File: src/sv/mbrtu_pkg.sv
package mbrtu_pkg;

	typedef enum logic [3:0] {
		PH_IDLE = 4'b0001,
		PH_FUNC = 4'b0010,
		PH_LEN  = 4'b0100,
		PH_DATA = 4'b1000
	} phase_t;

	typedef enum logic [1:0] {
		ST_OK      = 2'd0,
		ST_BADFUNC = 2'd1,
		ST_CRC     = 2'd2,
		ST_UNIT    = 2'd3
	} status_t;

	localparam logic [15:0] CRC_INIT = 16'hFFFF;
	localparam logic [15:0] CRC_POLY = 16'hA001;

	localparam logic [7:0] UNIT_RESET = 8'd1;

	localparam logic [7:0] FC_READ_COILS     = 8'd1;
	localparam logic [7:0] FC_READ_DISCRETE  = 8'd2;
	localparam logic [7:0] FC_READ_HOLDING   = 8'd3;
	localparam logic [7:0] FC_READ_INPUT     = 8'd4;
	localparam logic [7:0] FC_READ_WRITE_MUL = 8'd23;
	localparam logic [7:0] FC_WRITE_COIL     = 8'd5;
	localparam logic [7:0] FC_WRITE_REG      = 8'd6;
	localparam logic [7:0] FC_WRITE_COILS    = 8'd15;
	localparam logic [7:0] FC_WRITE_REGS     = 8'd16;

	localparam logic [8:0] LEN_SHORT = 9'd5;
	localparam logic [8:0] LEN_WRITE = 9'd8;
	localparam logic [9:0] CRC_BYTES = 10'd2;

	function automatic logic [15:0] crc16_byte(input logic [15:0] crc, input logic [7:0] b);
		logic [15:0] c;
		c = crc ^ {8'h00, b};
		for (int k = 0; k < 8; k++) begin
			c = c[0] ? ((c >> 1) ^ CRC_POLY) : (c >> 1);
		end
		return c;
	endfunction

endpackage

File: src/sv/modbus_rtu_response_parser_core.sv
// Modbus RTU response parser.
// Input channel: in_valid/in_ready with rx_byte, one received byte per transaction.
// Output channel: out_valid/out_ready with byte_value, byte_position, frame_end,
// is_exception and status; exactly one output transaction per input transaction,
// in order. status is nonzero only on the byte that ends a frame.
// Path: an accepted byte passes through two register stages, the input register
// and then the result register, before it is shown on the output.
// Throughput: one byte per cycle while out_ready is high; the CRC update and frame
// state machine sit in the single combinational pass between the two stages.
// Stall: while out_ready is low the result holds, one more byte waits in the input
// register, and in_ready then drops; nothing is lost.
// Reset (arst_n low): both stages empty, parser idle, CRC at 0xFFFF,
// expected unit back to 1.
// Configuration: cfg_we writes cfg_wdata into the expected unit register at once;
// write only while no frame byte is in flight.
module modbus_rtu_response_parser_core import mbrtu_pkg::*; (
	input  logic       clk,
	input  logic       arst_n,
	input  logic       cfg_we,
	input  logic [7:0] cfg_wdata,
	input  logic       in_valid,
	output logic       in_ready,
	input  logic [7:0] rx_byte,
	output logic       out_valid,
	input  logic       out_ready,
	output logic [7:0] byte_value,
	output logic [8:0] byte_position,
	output logic       frame_end,
	output logic       is_exception,
	output logic [1:0] status
);

	logic        valid_s1;
	logic [7:0]  rx_byte_s1;
	logic        valid_s2;
	logic [7:0]  byte_s2;
	logic [8:0]  pos_s2;
	logic        end_s2;
	logic        exc_s2;
	status_t     status_s2;

	logic [7:0]  expected_unit_q;
	phase_t      phase_q, phase_n;
	logic [8:0]  count_q, count_n;
	logic [8:0]  length_q, length_n;
	logic [15:0] crc_q, crc_n;
	logic [7:0]  trailer_q, trailer_n;
	logic [7:0]  unit_q, unit_n;
	logic        exc_seen_q, exc_seen_n;

	logic [8:0]  pos_c;
	logic        end_c;
	logic        exc_c;
	status_t     status_c;
	logic [9:0]  pos_plus2;
	logic        advance;

	assign advance  = valid_s1 && (!valid_s2 || out_ready);
	assign in_ready = !valid_s1 || advance;
	assign pos_plus2 = {1'b0, count_q} + CRC_BYTES;

	always_comb begin
		phase_n    = phase_q;
		count_n    = count_q;
		length_n   = length_q;
		crc_n      = crc_q;
		trailer_n  = trailer_q;
		unit_n     = unit_q;
		exc_seen_n = exc_seen_q;
		pos_c      = count_q;
		end_c      = 1'b0;
		exc_c      = 1'b0;
		status_c   = ST_OK;
		case (phase_q)
			PH_IDLE: begin
				pos_c   = '0;
				unit_n  = rx_byte_s1;
				crc_n   = crc16_byte(CRC_INIT, rx_byte_s1);
				count_n = 9'd1;
				phase_n = PH_FUNC;
			end
			PH_FUNC: begin
				pos_c   = 9'd1;
				crc_n   = crc16_byte(crc_q, rx_byte_s1);
				count_n = 9'd2;
				if (rx_byte_s1[7]) begin
					exc_seen_n = 1'b1;
					exc_c      = 1'b1;
					length_n   = LEN_SHORT;
					phase_n    = PH_DATA;
				end else if (rx_byte_s1 inside {FC_READ_COILS, FC_READ_DISCRETE,
						FC_READ_HOLDING, FC_READ_INPUT, FC_READ_WRITE_MUL}) begin
					length_n = LEN_SHORT;
					phase_n  = PH_LEN;
				end else if (rx_byte_s1 inside {FC_WRITE_COIL, FC_WRITE_REG,
						FC_WRITE_COILS, FC_WRITE_REGS}) begin
					length_n = LEN_WRITE;
					phase_n  = PH_DATA;
				end else begin
					end_c    = 1'b1;
					status_c = ST_BADFUNC;
				end
			end
			PH_LEN: begin
				crc_n    = crc16_byte(crc_q, rx_byte_s1);
				length_n = length_q + {1'b0, rx_byte_s1};
				count_n  = count_q + 9'd1;
				phase_n  = PH_DATA;
			end
			PH_DATA: begin
				exc_c   = exc_seen_q;
				count_n = count_q + 9'd1;
				if (pos_plus2 < {1'b0, length_q}) begin
					crc_n = crc16_byte(crc_q, rx_byte_s1);
				end else if (pos_plus2 == {1'b0, length_q}) begin
					trailer_n = rx_byte_s1;
				end else begin
					end_c = 1'b1;
					if ({rx_byte_s1, trailer_q} != crc_q) begin
						status_c = ST_CRC;
					end else if (unit_q != expected_unit_q) begin
						status_c = ST_UNIT;
					end
				end
			end
			default: begin
				phase_n = PH_IDLE;
			end
		endcase
		if (end_c) begin
			phase_n    = PH_IDLE;
			count_n    = '0;
			length_n   = '0;
			crc_n      = CRC_INIT;
			trailer_n  = '0;
			unit_n     = '0;
			exc_seen_n = 1'b0;
		end
	end

	always_ff @(posedge clk or negedge arst_n) begin
		if (!arst_n) begin
			expected_unit_q <= UNIT_RESET;
		end else if (cfg_we) begin
			expected_unit_q <= cfg_wdata;
		end
	end

	always_ff @(posedge clk or negedge arst_n) begin
		if (!arst_n) begin
			phase_q    <= PH_IDLE;
			count_q    <= '0;
			length_q   <= '0;
			crc_q      <= CRC_INIT;
			trailer_q  <= '0;
			unit_q     <= '0;
			exc_seen_q <= 1'b0;
		end else if (advance) begin
			phase_q    <= phase_n;
			count_q    <= count_n;
			length_q   <= length_n;
			crc_q      <= crc_n;
			trailer_q  <= trailer_n;
			unit_q     <= unit_n;
			exc_seen_q <= exc_seen_n;
		end
	end

	always_ff @(posedge clk or negedge arst_n) begin
		if (!arst_n) begin
			valid_s1 <= 1'b0;
			valid_s2 <= 1'b0;
		end else begin
			if (in_ready) begin
				valid_s1 <= in_valid;
			end
			if (advance) begin
				valid_s2 <= 1'b1;
			end else if (out_ready) begin
				valid_s2 <= 1'b0;
			end
		end
	end

	always_ff @(posedge clk) begin
		if (in_valid && in_ready) begin
			rx_byte_s1 <= rx_byte;
		end
		if (advance) begin
			byte_s2   <= rx_byte_s1;
			pos_s2    <= pos_c;
			end_s2    <= end_c;
			exc_s2    <= exc_c;
			status_s2 <= status_c;
		end
	end

	assign out_valid     = valid_s2;
	assign byte_value    = byte_s2;
	assign byte_position = pos_s2;
	assign frame_end     = end_s2;
	assign is_exception  = exc_s2;
	assign status        = status_s2;

endmodule

File: config.mk
export PLATFORM = sky130hd
export DESIGN_NAME = modbus_rtu_response_parser_core
export DESIGN_NICKNAME = d
export VERILOG_FILES = /design/src/sv/mbrtu_pkg.sv /design/src/sv/modbus_rtu_response_parser_core.sv
export SDC_FILE = /design/constraint.sdc
export NUM_CORES = 1
export LEC_CHECK = 0
export BUFFER_PORTS_ARGS = -buffer_cell sky130_fd_sc_hd__buf_2
export CORE_ASPECT_RATIO = 1.1
export CORE_MARGIN = 2
export CORE_UTILIZATION = 54
export CTS_CLUSTER_SIZE = 28
export DETAILED_ROUTE_END_ITERATION = 6
export PLACE_DENSITY = 0.76
export SLEW_MARGIN = 20
export SYNTH_ARGS = -nofsm -noshare
export SYNTH_HDL_FRONTEND = slang
export SYNTH_SLANG_ARGS = --single-unit
File: constraint.sdc
create_clock -name clk -period 2.5 [get_ports clk]
set_input_delay 0.375 -clock clk [delete_from_list [all_inputs] [get_ports clk]]
set_output_delay 0.375 -clock clk [all_outputs]
set_load 0.02 [all_outputs]
==> results summary, run 1 <==
The run finished, with violations left. The checks that failed: setup timing. The count of nets left with antenna violations once routing finished came out at 0.

The endpoint identified for the worst register-to-register timing path is count_q[8]. The net count after synthesis is between 500 and 600. The synthesized netlist occupies a cell area of around 5500 um^2. The width of the die is around 100 um. The switching share of power is 38.6%. The global router's overall resource usage came out at a little over a quarter.

The total internal power came out at 4.24 mW. The number of levels the H-tree was split into is 3. The first global-routing pass estimated around 22 mm of wire. Clock skew on the completed layout was measured at slightly below 0.01 ns. The proportion of power drawn by combinational gates came out at 48.1%. The area growth from synthesis to layout came out at 25.6%. The number of failing hold endpoints at the final stage is 0. The leakage power came out at slightly below 3 nW. Once detailed placement completed, the half-perimeter wirelength came to ~9.6 mm. The DRC marker count from the first detailed-route iteration is 263. Of the total power, registers draw between 30% and 40%.

In this run the worst hold path is classified as in -> async. The area of all placed cells without fillers came out at a little under 7000 um^2. The later pin in the worst-skew pair is clocked with a latency of 0.38 ns. The number of ports placed on the die boundary came out at between 40 and 50. After routing, the total negative slack on setup checks comes to -4.17 ns. The number of max-cap violations is 0. The number of pins with negative max-slew slack in the final report was 0. sky130_fd_sc_hd__dfrtp_1 takes more of the synthesized area than any other cell.

The initial core utilization came out at about 56%. The total number of placement rows is 38. The maximum number of buffers from clock root to sink is 2. Setup repair after global routing could not meet its margin everywhere. The die height came out at about 110 um. In the routed design, unresolved DRC markers number 0. The core area came out at 9840 um^2. The number of flops mapped to enable cells by yosys came out at 29. The headroom to the max-slew limit is around 44%. Sorting the synthesized cells by area gives the leading types as sky130_fd_sc_hd__dfrtp_1, sky130_fd_sc_hd__edfxtp_1, sky130_fd_sc_hd__xnor2_1. The first TritonRoute pass finished after 5 iterations. The setup slack after placement came out at -0.262 ns.

The wire length after detailed routing is 13.6 mm. Entering global routing, the biggest net connects between 60 and 70 pins. The total die area came out at about 11,000 um^2. The number of synthesized register bits came out at 94. The number of port buffers came out at between 40 and 50. The area of placed instances came out at 6140 um^2. The net count of the finished layout is approximately 680. The most critical setup path has its startpoint at count_q[2]. The register clock-pin slew on the reported worst setup and hold paths is about 0.10 ns. The shortest period the worst path allows came out at between 2 and 3 ns. In this run, the clock network consumes between 10% and 20% of the power. The number of distinct library cells after synthesis came out at 63. The number of antenna violations at the first check in global routing came out at 0.

The final worst setup slack came out at -0.182 ns. The repair_antennas step left the layout with diodes totalling 0. The final route contains roughly 4,400 vias.

The arrival time at the worst endpoint came out at 2.97 ns. The worst-case IR drop observed on VDD is around 790 uV. Setup violations remaining at the end of the flow were counted as between 40 and 50. The count of synthesis-stage warnings from yosys came out at 0.

The share of the synthesized area in the top cell type came out at a little over a fifth. After layout, the worst path uses 107% of the clock period. The detailed-route wire length per cell came out at around 18 um. The slack of the worst reg-to-reg path is -0.18 ns.

STA classifies the critical path startpoint as a flop. TritonCTS built the clock tree. The via count of the first global-routing pass is between 4,000 and 5,000. The endpoint required time on the critical path is between 2 and 3 ns. The final global-route overflow total is 0. The critical path in this run is classified as reg -> reg. Clock tree synthesis inserted a total of 9 buffers. For this design the total switching power over the nets is 2.66 mW.

The async set-or-reset flop fraction in the synthesized netlist came out at roughly 69%. Clock tree synthesis found a total of 94 sinks. The worst setup path is captured at a flop. The average cell area after synthesis is 10.5 um^2. The number of cells traversed by the worst register-to-register path came out at 12. The startpoint identified for the worst register-to-register timing path is count_q[2]. At the end of routability-driven placement, the weighted congestion stood at about 0.94.

For this run, the top clock speed supported by timing is 373 MHz. Power spread over the standard cell area amounts to around 1000 nW/um^2. The part of the Yosys area used for sequential elements came out at between 40% and 50%. The slew at the pin closest to its max-slew limit is 0.834 ns. The cell chosen for the clock root is sky130_fd_sc_hd__clkbuf_8. Among all flip-flop cells after synthesis, the most frequent one is sky130_fd_sc_hd__dfrtp_1. The critical-path maximum fanout came out at 5. The number of cells produced by synthesis is around 520. After detailed routing, the number of vias per cell comes to ~5.8. Cells with a size suffix above 1 make up between 30% and 40% of the layout.
sequential cells by signal (all words and copies together), names as in the netlist:
register	cells
byte_position	9
byte_value	8
count_q	9
crc_q	16
exc_seen_q	1
expected_unit_q	8
frame_end	1
is_exception	1
length_q	9
out_valid	1
phase_q	4
rx_byte_s1	8
status	2
trailer_q	8
unit_q	8
valid_s1	1
worst max-delay path by stage:
stage          slack [ns]      endpoint  cells past startpoint
2_1_floorplan       -0.09  trailer_q[7]                     12
3_3_place_gp        -0.09   length_q[5]                     11
3_5_place_dp        -0.26   length_q[5]                     10
4_1_cts             -0.15    count_q[3]                     12
5_1_grt             -0.28    count_q[4]                     12
6_report            -0.18    count_q[8]                     12
power by group through the flow:
stage               clock network (mW)  registers, mW  logic (mW)
global route                      1.16           2.54        3.60
CTS                               1.11           2.48        3.10
global placement                     0           2.50        2.86
floorplan                            0           2.43        2.21
detailed placement                   0           2.51        2.96
finish                            1.10           2.48        3.32
metrics by stage:
stage                     hold WS, ns  std cells  total power [mW]  utilization [%]
final                           0.162        749              6.90             69.8
after global routing            0.157        749              7.30             69.8
after global placement          0.495        712              5.36             62.4
after floorplan                0.0794        521              4.64                -
after detailed placement        0.499        712              5.47             62.4
after CTS                       0.154        741              6.68             67.0
final cells by class:
cell class	instances	area, um^2
sequential	94	2520
tap	120	150
inverter	30	120
timing repair buffer	121	852
multi-input combinational	368	3010
clock inverter	6	67.6
fill	691	2980
clock buffer	10	149
worst max-delay path, stage by stage, from the launching register on:
cell and delay, ns:
sky130_fd_sc_hd__dfrtp_1 0.42, sky130_fd_sc_hd__ha_2 0.19, sky130_fd_sc_hd__and3_4 0.18, sky130_fd_sc_hd__xor2_1 0.14, sky130_fd_sc_hd__ha_1 0.31, sky130_fd_sc_hd__nand4_1 0.14, sky130_fd_sc_hd__nor2_1 0.12, sky130_fd_sc_hd__and3_4 0.22
sky130_fd_sc_hd__inv_4 0.05, sky130_fd_sc_hd__a21boi_4 0.20, sky130_fd_sc_hd__buf_6 0.15, sky130_fd_sc_hd__nand3_4 0.14, sky130_fd_sc_hd__o311ai_4 0.31
Yosys cell counts, types with 3 or more instances:
master	n
sky130_fd_sc_hd__inv_1	28
sky130_fd_sc_hd__nor2b_1	4
sky130_fd_sc_hd__a21o_1	6
sky130_fd_sc_hd__buf_2	15
sky130_fd_sc_hd__nor2_1	43
sky130_fd_sc_hd__a22o_1	11
sky130_fd_sc_hd__ha_1	30
sky130_fd_sc_hd__o31ai_2	8
sky130_fd_sc_hd__mux2_2	8
sky130_fd_sc_hd__dfstp_2	18
sky130_fd_sc_hd__a21oi_1	30
sky130_fd_sc_hd__and2_1	13
sky130_fd_sc_hd__o2bb2ai_1	4
sky130_fd_sc_hd__and3_1	5
sky130_fd_sc_hd__xor2_1	9
sky130_fd_sc_hd__edfxtp_1	29
sky130_fd_sc_hd__o311ai_1	5
sky130_fd_sc_hd__xnor2_1	57
sky130_fd_sc_hd__nand2b_1	5
sky130_fd_sc_hd__clkbuf_2	3
sky130_fd_sc_hd__nand3_1	7
sky130_fd_sc_hd__nand4_1	14
sky130_fd_sc_hd__dfrtp_1	47
sky130_fd_sc_hd__o21ai_0	19
sky130_fd_sc_hd__clkbuf_1	8
sky130_fd_sc_hd__nand2_1	37
sky130_fd_sc_hd__a31oi_1	11
cells by family (layout without fill, tap and decap cells):
family	count (synthesis)	in the layout	share of synthesized area (%)
simple gates	139	139	12.4
compound gates	121	121	16.1
flops	94	94	46.1
xor+xnor	69	69	11.7
buf+inv	59	167	4.74
fa+ha+maj	31	31	7.23
mux	8	8	1.65
cells in the final DEF, fill, tap and decap left out, types with 11 or more instances in the layout:
cell	netlist	routed
sky130_fd_sc_hd__and2_1	13	13
sky130_fd_sc_hd__inv_1	28	26
sky130_fd_sc_hd__a21oi_2	1	11
sky130_fd_sc_hd__dfrtp_1	47	47
sky130_fd_sc_hd__nand2_1	37	35
sky130_fd_sc_hd__nand4_1	14	14
sky130_fd_sc_hd__o21ai_0	19	11
sky130_fd_sc_hd__a21oi_1	30	20
sky130_fd_sc_hd__edfxtp_1	29	29
sky130_fd_sc_hd__buf_2	15	43
sky130_fd_sc_hd__a22o_1	11	11
sky130_fd_sc_hd__ha_1	30	26
sky130_fd_sc_hd__xnor2_1	57	56
sky130_fd_sc_hd__dfstp_2	18	18
sky130_fd_sc_hd__buf_4	2	70
sky130_fd_sc_hd__nor2_1	43	40
sky130_fd_sc_hd__a31oi_1	11	11
layer usage:
layer,GRT usage (%),vias to the layer above,routed length (um)
li1,-,2039,-
met1,29.9,2114,5330
met2,46.6,149,7180
met3,4.20,52,573
met4,14.8,0,558
met5,0,-,0
what timing repair did:
action,4_1_cts,5_1_grt
cloned,1,0
setup endpoints to repair,52,56
setup buffers,12,9
hold buffers,0,0
pin swaps,14,22
gates resized for setup,35,43
hold endpoints to repair,0,0
(Power assumes the default switching activity.)
==> run 2, diff against run 1 <==
--- a/config.mk
+++ b/config.mk
@@ -8,10 +8,10 @@
 export BUFFER_PORTS_ARGS = -buffer_cell sky130_fd_sc_hd__buf_2
 export CORE_ASPECT_RATIO = 1.1
 export CORE_MARGIN = 2
-export CORE_UTILIZATION = 54
+export CORE_UTILIZATION = 45
 export CTS_CLUSTER_SIZE = 28
 export DETAILED_ROUTE_END_ITERATION = 6
-export PLACE_DENSITY = 0.76
+export PLACE_DENSITY = 0.65
 export SLEW_MARGIN = 20
 export SYNTH_ARGS = -nofsm -noshare
 export SYNTH_HDL_FRONTEND = slang
==> run 2 against run 1 <==
Effect of this change: the run still ends with setup timing left; clock skew rose by 0.00074 ns; critical path depth down 1; total power rose by 3.3%; register-to-register slack barely moved; largest power group unchanged; highest routed layer unchanged.
==> results summary, run 2 (synthesized netlist as in run 1, its figures left out) <==
From synthesis to final layout, the design area changed by 24.5%. In the routed design, unresolved DRC markers number 0. The flip-flop count of the largest register, all copies and words added is 16. The number of levels the H-tree was split into is 3. The cts-stage hold buffer count came out at 0.

The maximum number of pins on one net before global-route repair is 66. At the pin with the least slew margin, the transition time is 0.528 ns. The worst setup path is captured at a flop. In the finished design, the share of the clock period the worst path needs comes to 107%. Global routing consumed, over all layers together, a little under a quarter of the routing resources. The startpoint type of the worst setup path is a flop. The register clock-pin slew on the reported worst setup and hold paths came out at approximately 0.060 ns. Setup repair after global routing could not meet its margin everywhere.

The flow ran to the end, but the final reports show violations. The total number of placement rows came out at 42. The total power of the final layout came out at approximately 7 mW. For this configuration, the core starts out at a cell density of 45.8%.

The critical path is of the reg -> reg type. The number of ports placed on the die boundary came out at 44. The number of filler instances in the final layout is roughly 1,000. The placed wire-length estimate came out at around 10 mm.

The slack of the worst reg-to-reg path is -0.18 ns. The total clock sinks came out at 94. The count of nets left with antenna violations after detail routing came out at 0. The worst-case clock skew is 0.0106 ns.

The clock reaches the later pin of the worst-skew pair after 0.36 ns. The final reports fail on setup timing. The arrival time at the worst endpoint is 2.97 ns. The register name with the most flops is crc_q. The maximum number of buffers from clock root to sink came out at 2. The number of max-cap violations came out at 0. The leakage power came out at 2.89 nW. The final number of setup-violating endpoints is 48. The first routing iteration left 238 violations. Subtracting the final worst setup slack from the clock period gives between 2 and 3 ns. The detailed-route wire length per cell came out at 17.6 um. For this block, the routed nets add up to between 10 and 15 mm of wire. The library cells used most frequently in the layout, excluding fill and tap cells, are sky130_fd_sc_hd__xnor2_1, sky130_fd_sc_hd__buf_4, sky130_fd_sc_hd__dfrtp_1. The via count of the routed design is between 4,000 and 5,000.

The total die area is between 10,000 and 15,000 um^2. The die is about 120 um tall. The number of failing hold endpoints at the final stage came to 0. The endpoint required time on the critical path is around 2.8 ns. The core area came out at around 12,000 um^2.

The critical-path maximum fanout is 8. The class of the tightest hold or removal check is in -> async. The final weighted congestion in routability-driven placement came out at between 0.9 and 1.

Measured along the x axis, the die boundary spans 109 um. The number of buffers inserted during clock tree synthesis is 9. TritonCTS built the clock tree. During placement, the flow inserted port buffers numbering 43. The headroom to the max-slew limit is approximately 64%. The number of pins with negative max-slew slack in the final report came out at 0.

The area of all placed cells without fillers is between 6000 and 7000 um^2. The final global-route overflow total is 0. The first detailed-routing pass ran for 4 iterations. The power per cell area came out at approximately 1000 nW/um^2. The layout cell share with drive strength beyond 1 is approximately a third. IR analysis of the VDD net gives a maximum drop of 603 uV. The final worst setup slack came out at -0.180 ns.

The highest achievable clock rate came out at roughly 370 MHz. The number of antenna violations at the first check in global routing came out at 0. The library cell used most frequently in the layout, excluding fill and tap cells, is sky130_fd_sc_hd__xnor2_1. The tree is rooted in a sky130_fd_sc_hd__clkbuf_16. The layout net count is approximately 660. Once placement finished, the instance area stood at roughly 6200 um^2. The via count of the first global-routing pass came out at around 4,400.

The first global-routing pass estimated ~22 mm of wire. The count of inserted antenna diode cells came out at 0. The number of vias per cell after detailed routing came out at 5.50.
==> run 2: changes by cell type in the layout (fill, tap and decap cells not counted), moves of 5 or more <==
| cell | before | now |
|---|---|---|
| sky130_fd_sc_hd__buf_4 | 70 | 51 |
| sky130_fd_sc_hd__clkbuf_16 | 1 | 9 |
| sky130_fd_sc_hd__clkbuf_8 | 9 | 0 |
| sky130_fd_sc_hd__o21ai_1 | 6 | 1 |
==> run 2: where the power goes <==
part	switching, mW	leakage, nW	internal [mW]
logic	1.64	1.68	1.66
clock network	0.630	0.138	0.686
registers	0.417	1.07	2.09
total	2.69	2.89	4.44
==> run 2: cell type report <==
type	instances	area (um^2)	area share [%]
flip-flops and latches	94	2520	37.0
clock inverters	7	55.1	0.809
clock buffers	9	225	3.31
multi-input cells	368	2900	42.6
well taps	154	193	2.83
repair buffers	107	800	11.7
inverters	30	115	1.69
==> run 2: path summary, 6_finish.rpt <==
kind                            cells past startpoint                 end  startpoint
worst max-delay path                               11           unit_q[3]  count_q[1]
worst min-delay path                                2  expected_unit_q[6]      arst_n
worst min register to register                      2           crc_q[14]   crc_q[14]
worst max register to register                     11           unit_q[3]  count_q[1]
max in group asynchronous                           2          phase_q[0]      arst_n
min in group clk                                    1       rx_byte_s1[7]  rx_byte[7]
==> run 2: metal layers <==
layer	global-route usage, %	routed length (um)
met2	38.0	6930
met3	3.15	368
met4	10.0	335
met5	0	0
met1	28.4	5880
==> run 2: metrics by stage <==
step / std cells / util [%] / TNS [ns] / setup WS (ns) / hold WS, ns
after floorplan: 521 / - / -2.24 / -0.0861 / 0.0794
after global placement: 748 / 52.3 / -1.71 / -0.0869 / 0.411
after detailed placement: 748 / 52.3 / -5.16 / -0.226 / 0.424
after CTS: 767 / 56.2 / -3.42 / -0.136 / 0.0388
after global routing: 769 / 57.0 / -11.54 / -0.305 / 0.0447
final: 769 / 57.0 / -4.73 / -0.180 / 0.0165
==> run 2: repair_timing <==
item / CTS / global route
gates resized for setup: 35 / 24
pin swaps: 17 / 7
buffers inserted: 3 / 2
endpoints found under the setup margin: 51 / 56
==> run 2: worst max-delay path, stage by stage (launching register included) <==
cell and delay [ns]:
sky130_fd_sc_hd__dfrtp_1 0.42, sky130_fd_sc_hd__ha_2 0.21, sky130_fd_sc_hd__and3_4 0.19, sky130_fd_sc_hd__xor2_2 0.14, sky130_fd_sc_hd__ha_1 0.30, sky130_fd_sc_hd__a21oi_2 0.17
sky130_fd_sc_hd__o21ai_2 0.08, sky130_fd_sc_hd__o31a_1 0.31, sky130_fd_sc_hd__a21boi_4 0.23, sky130_fd_sc_hd__inv_4 0.11, sky130_fd_sc_hd__o21ai_4 0.26, sky130_fd_sc_hd__a22o_1 0.18
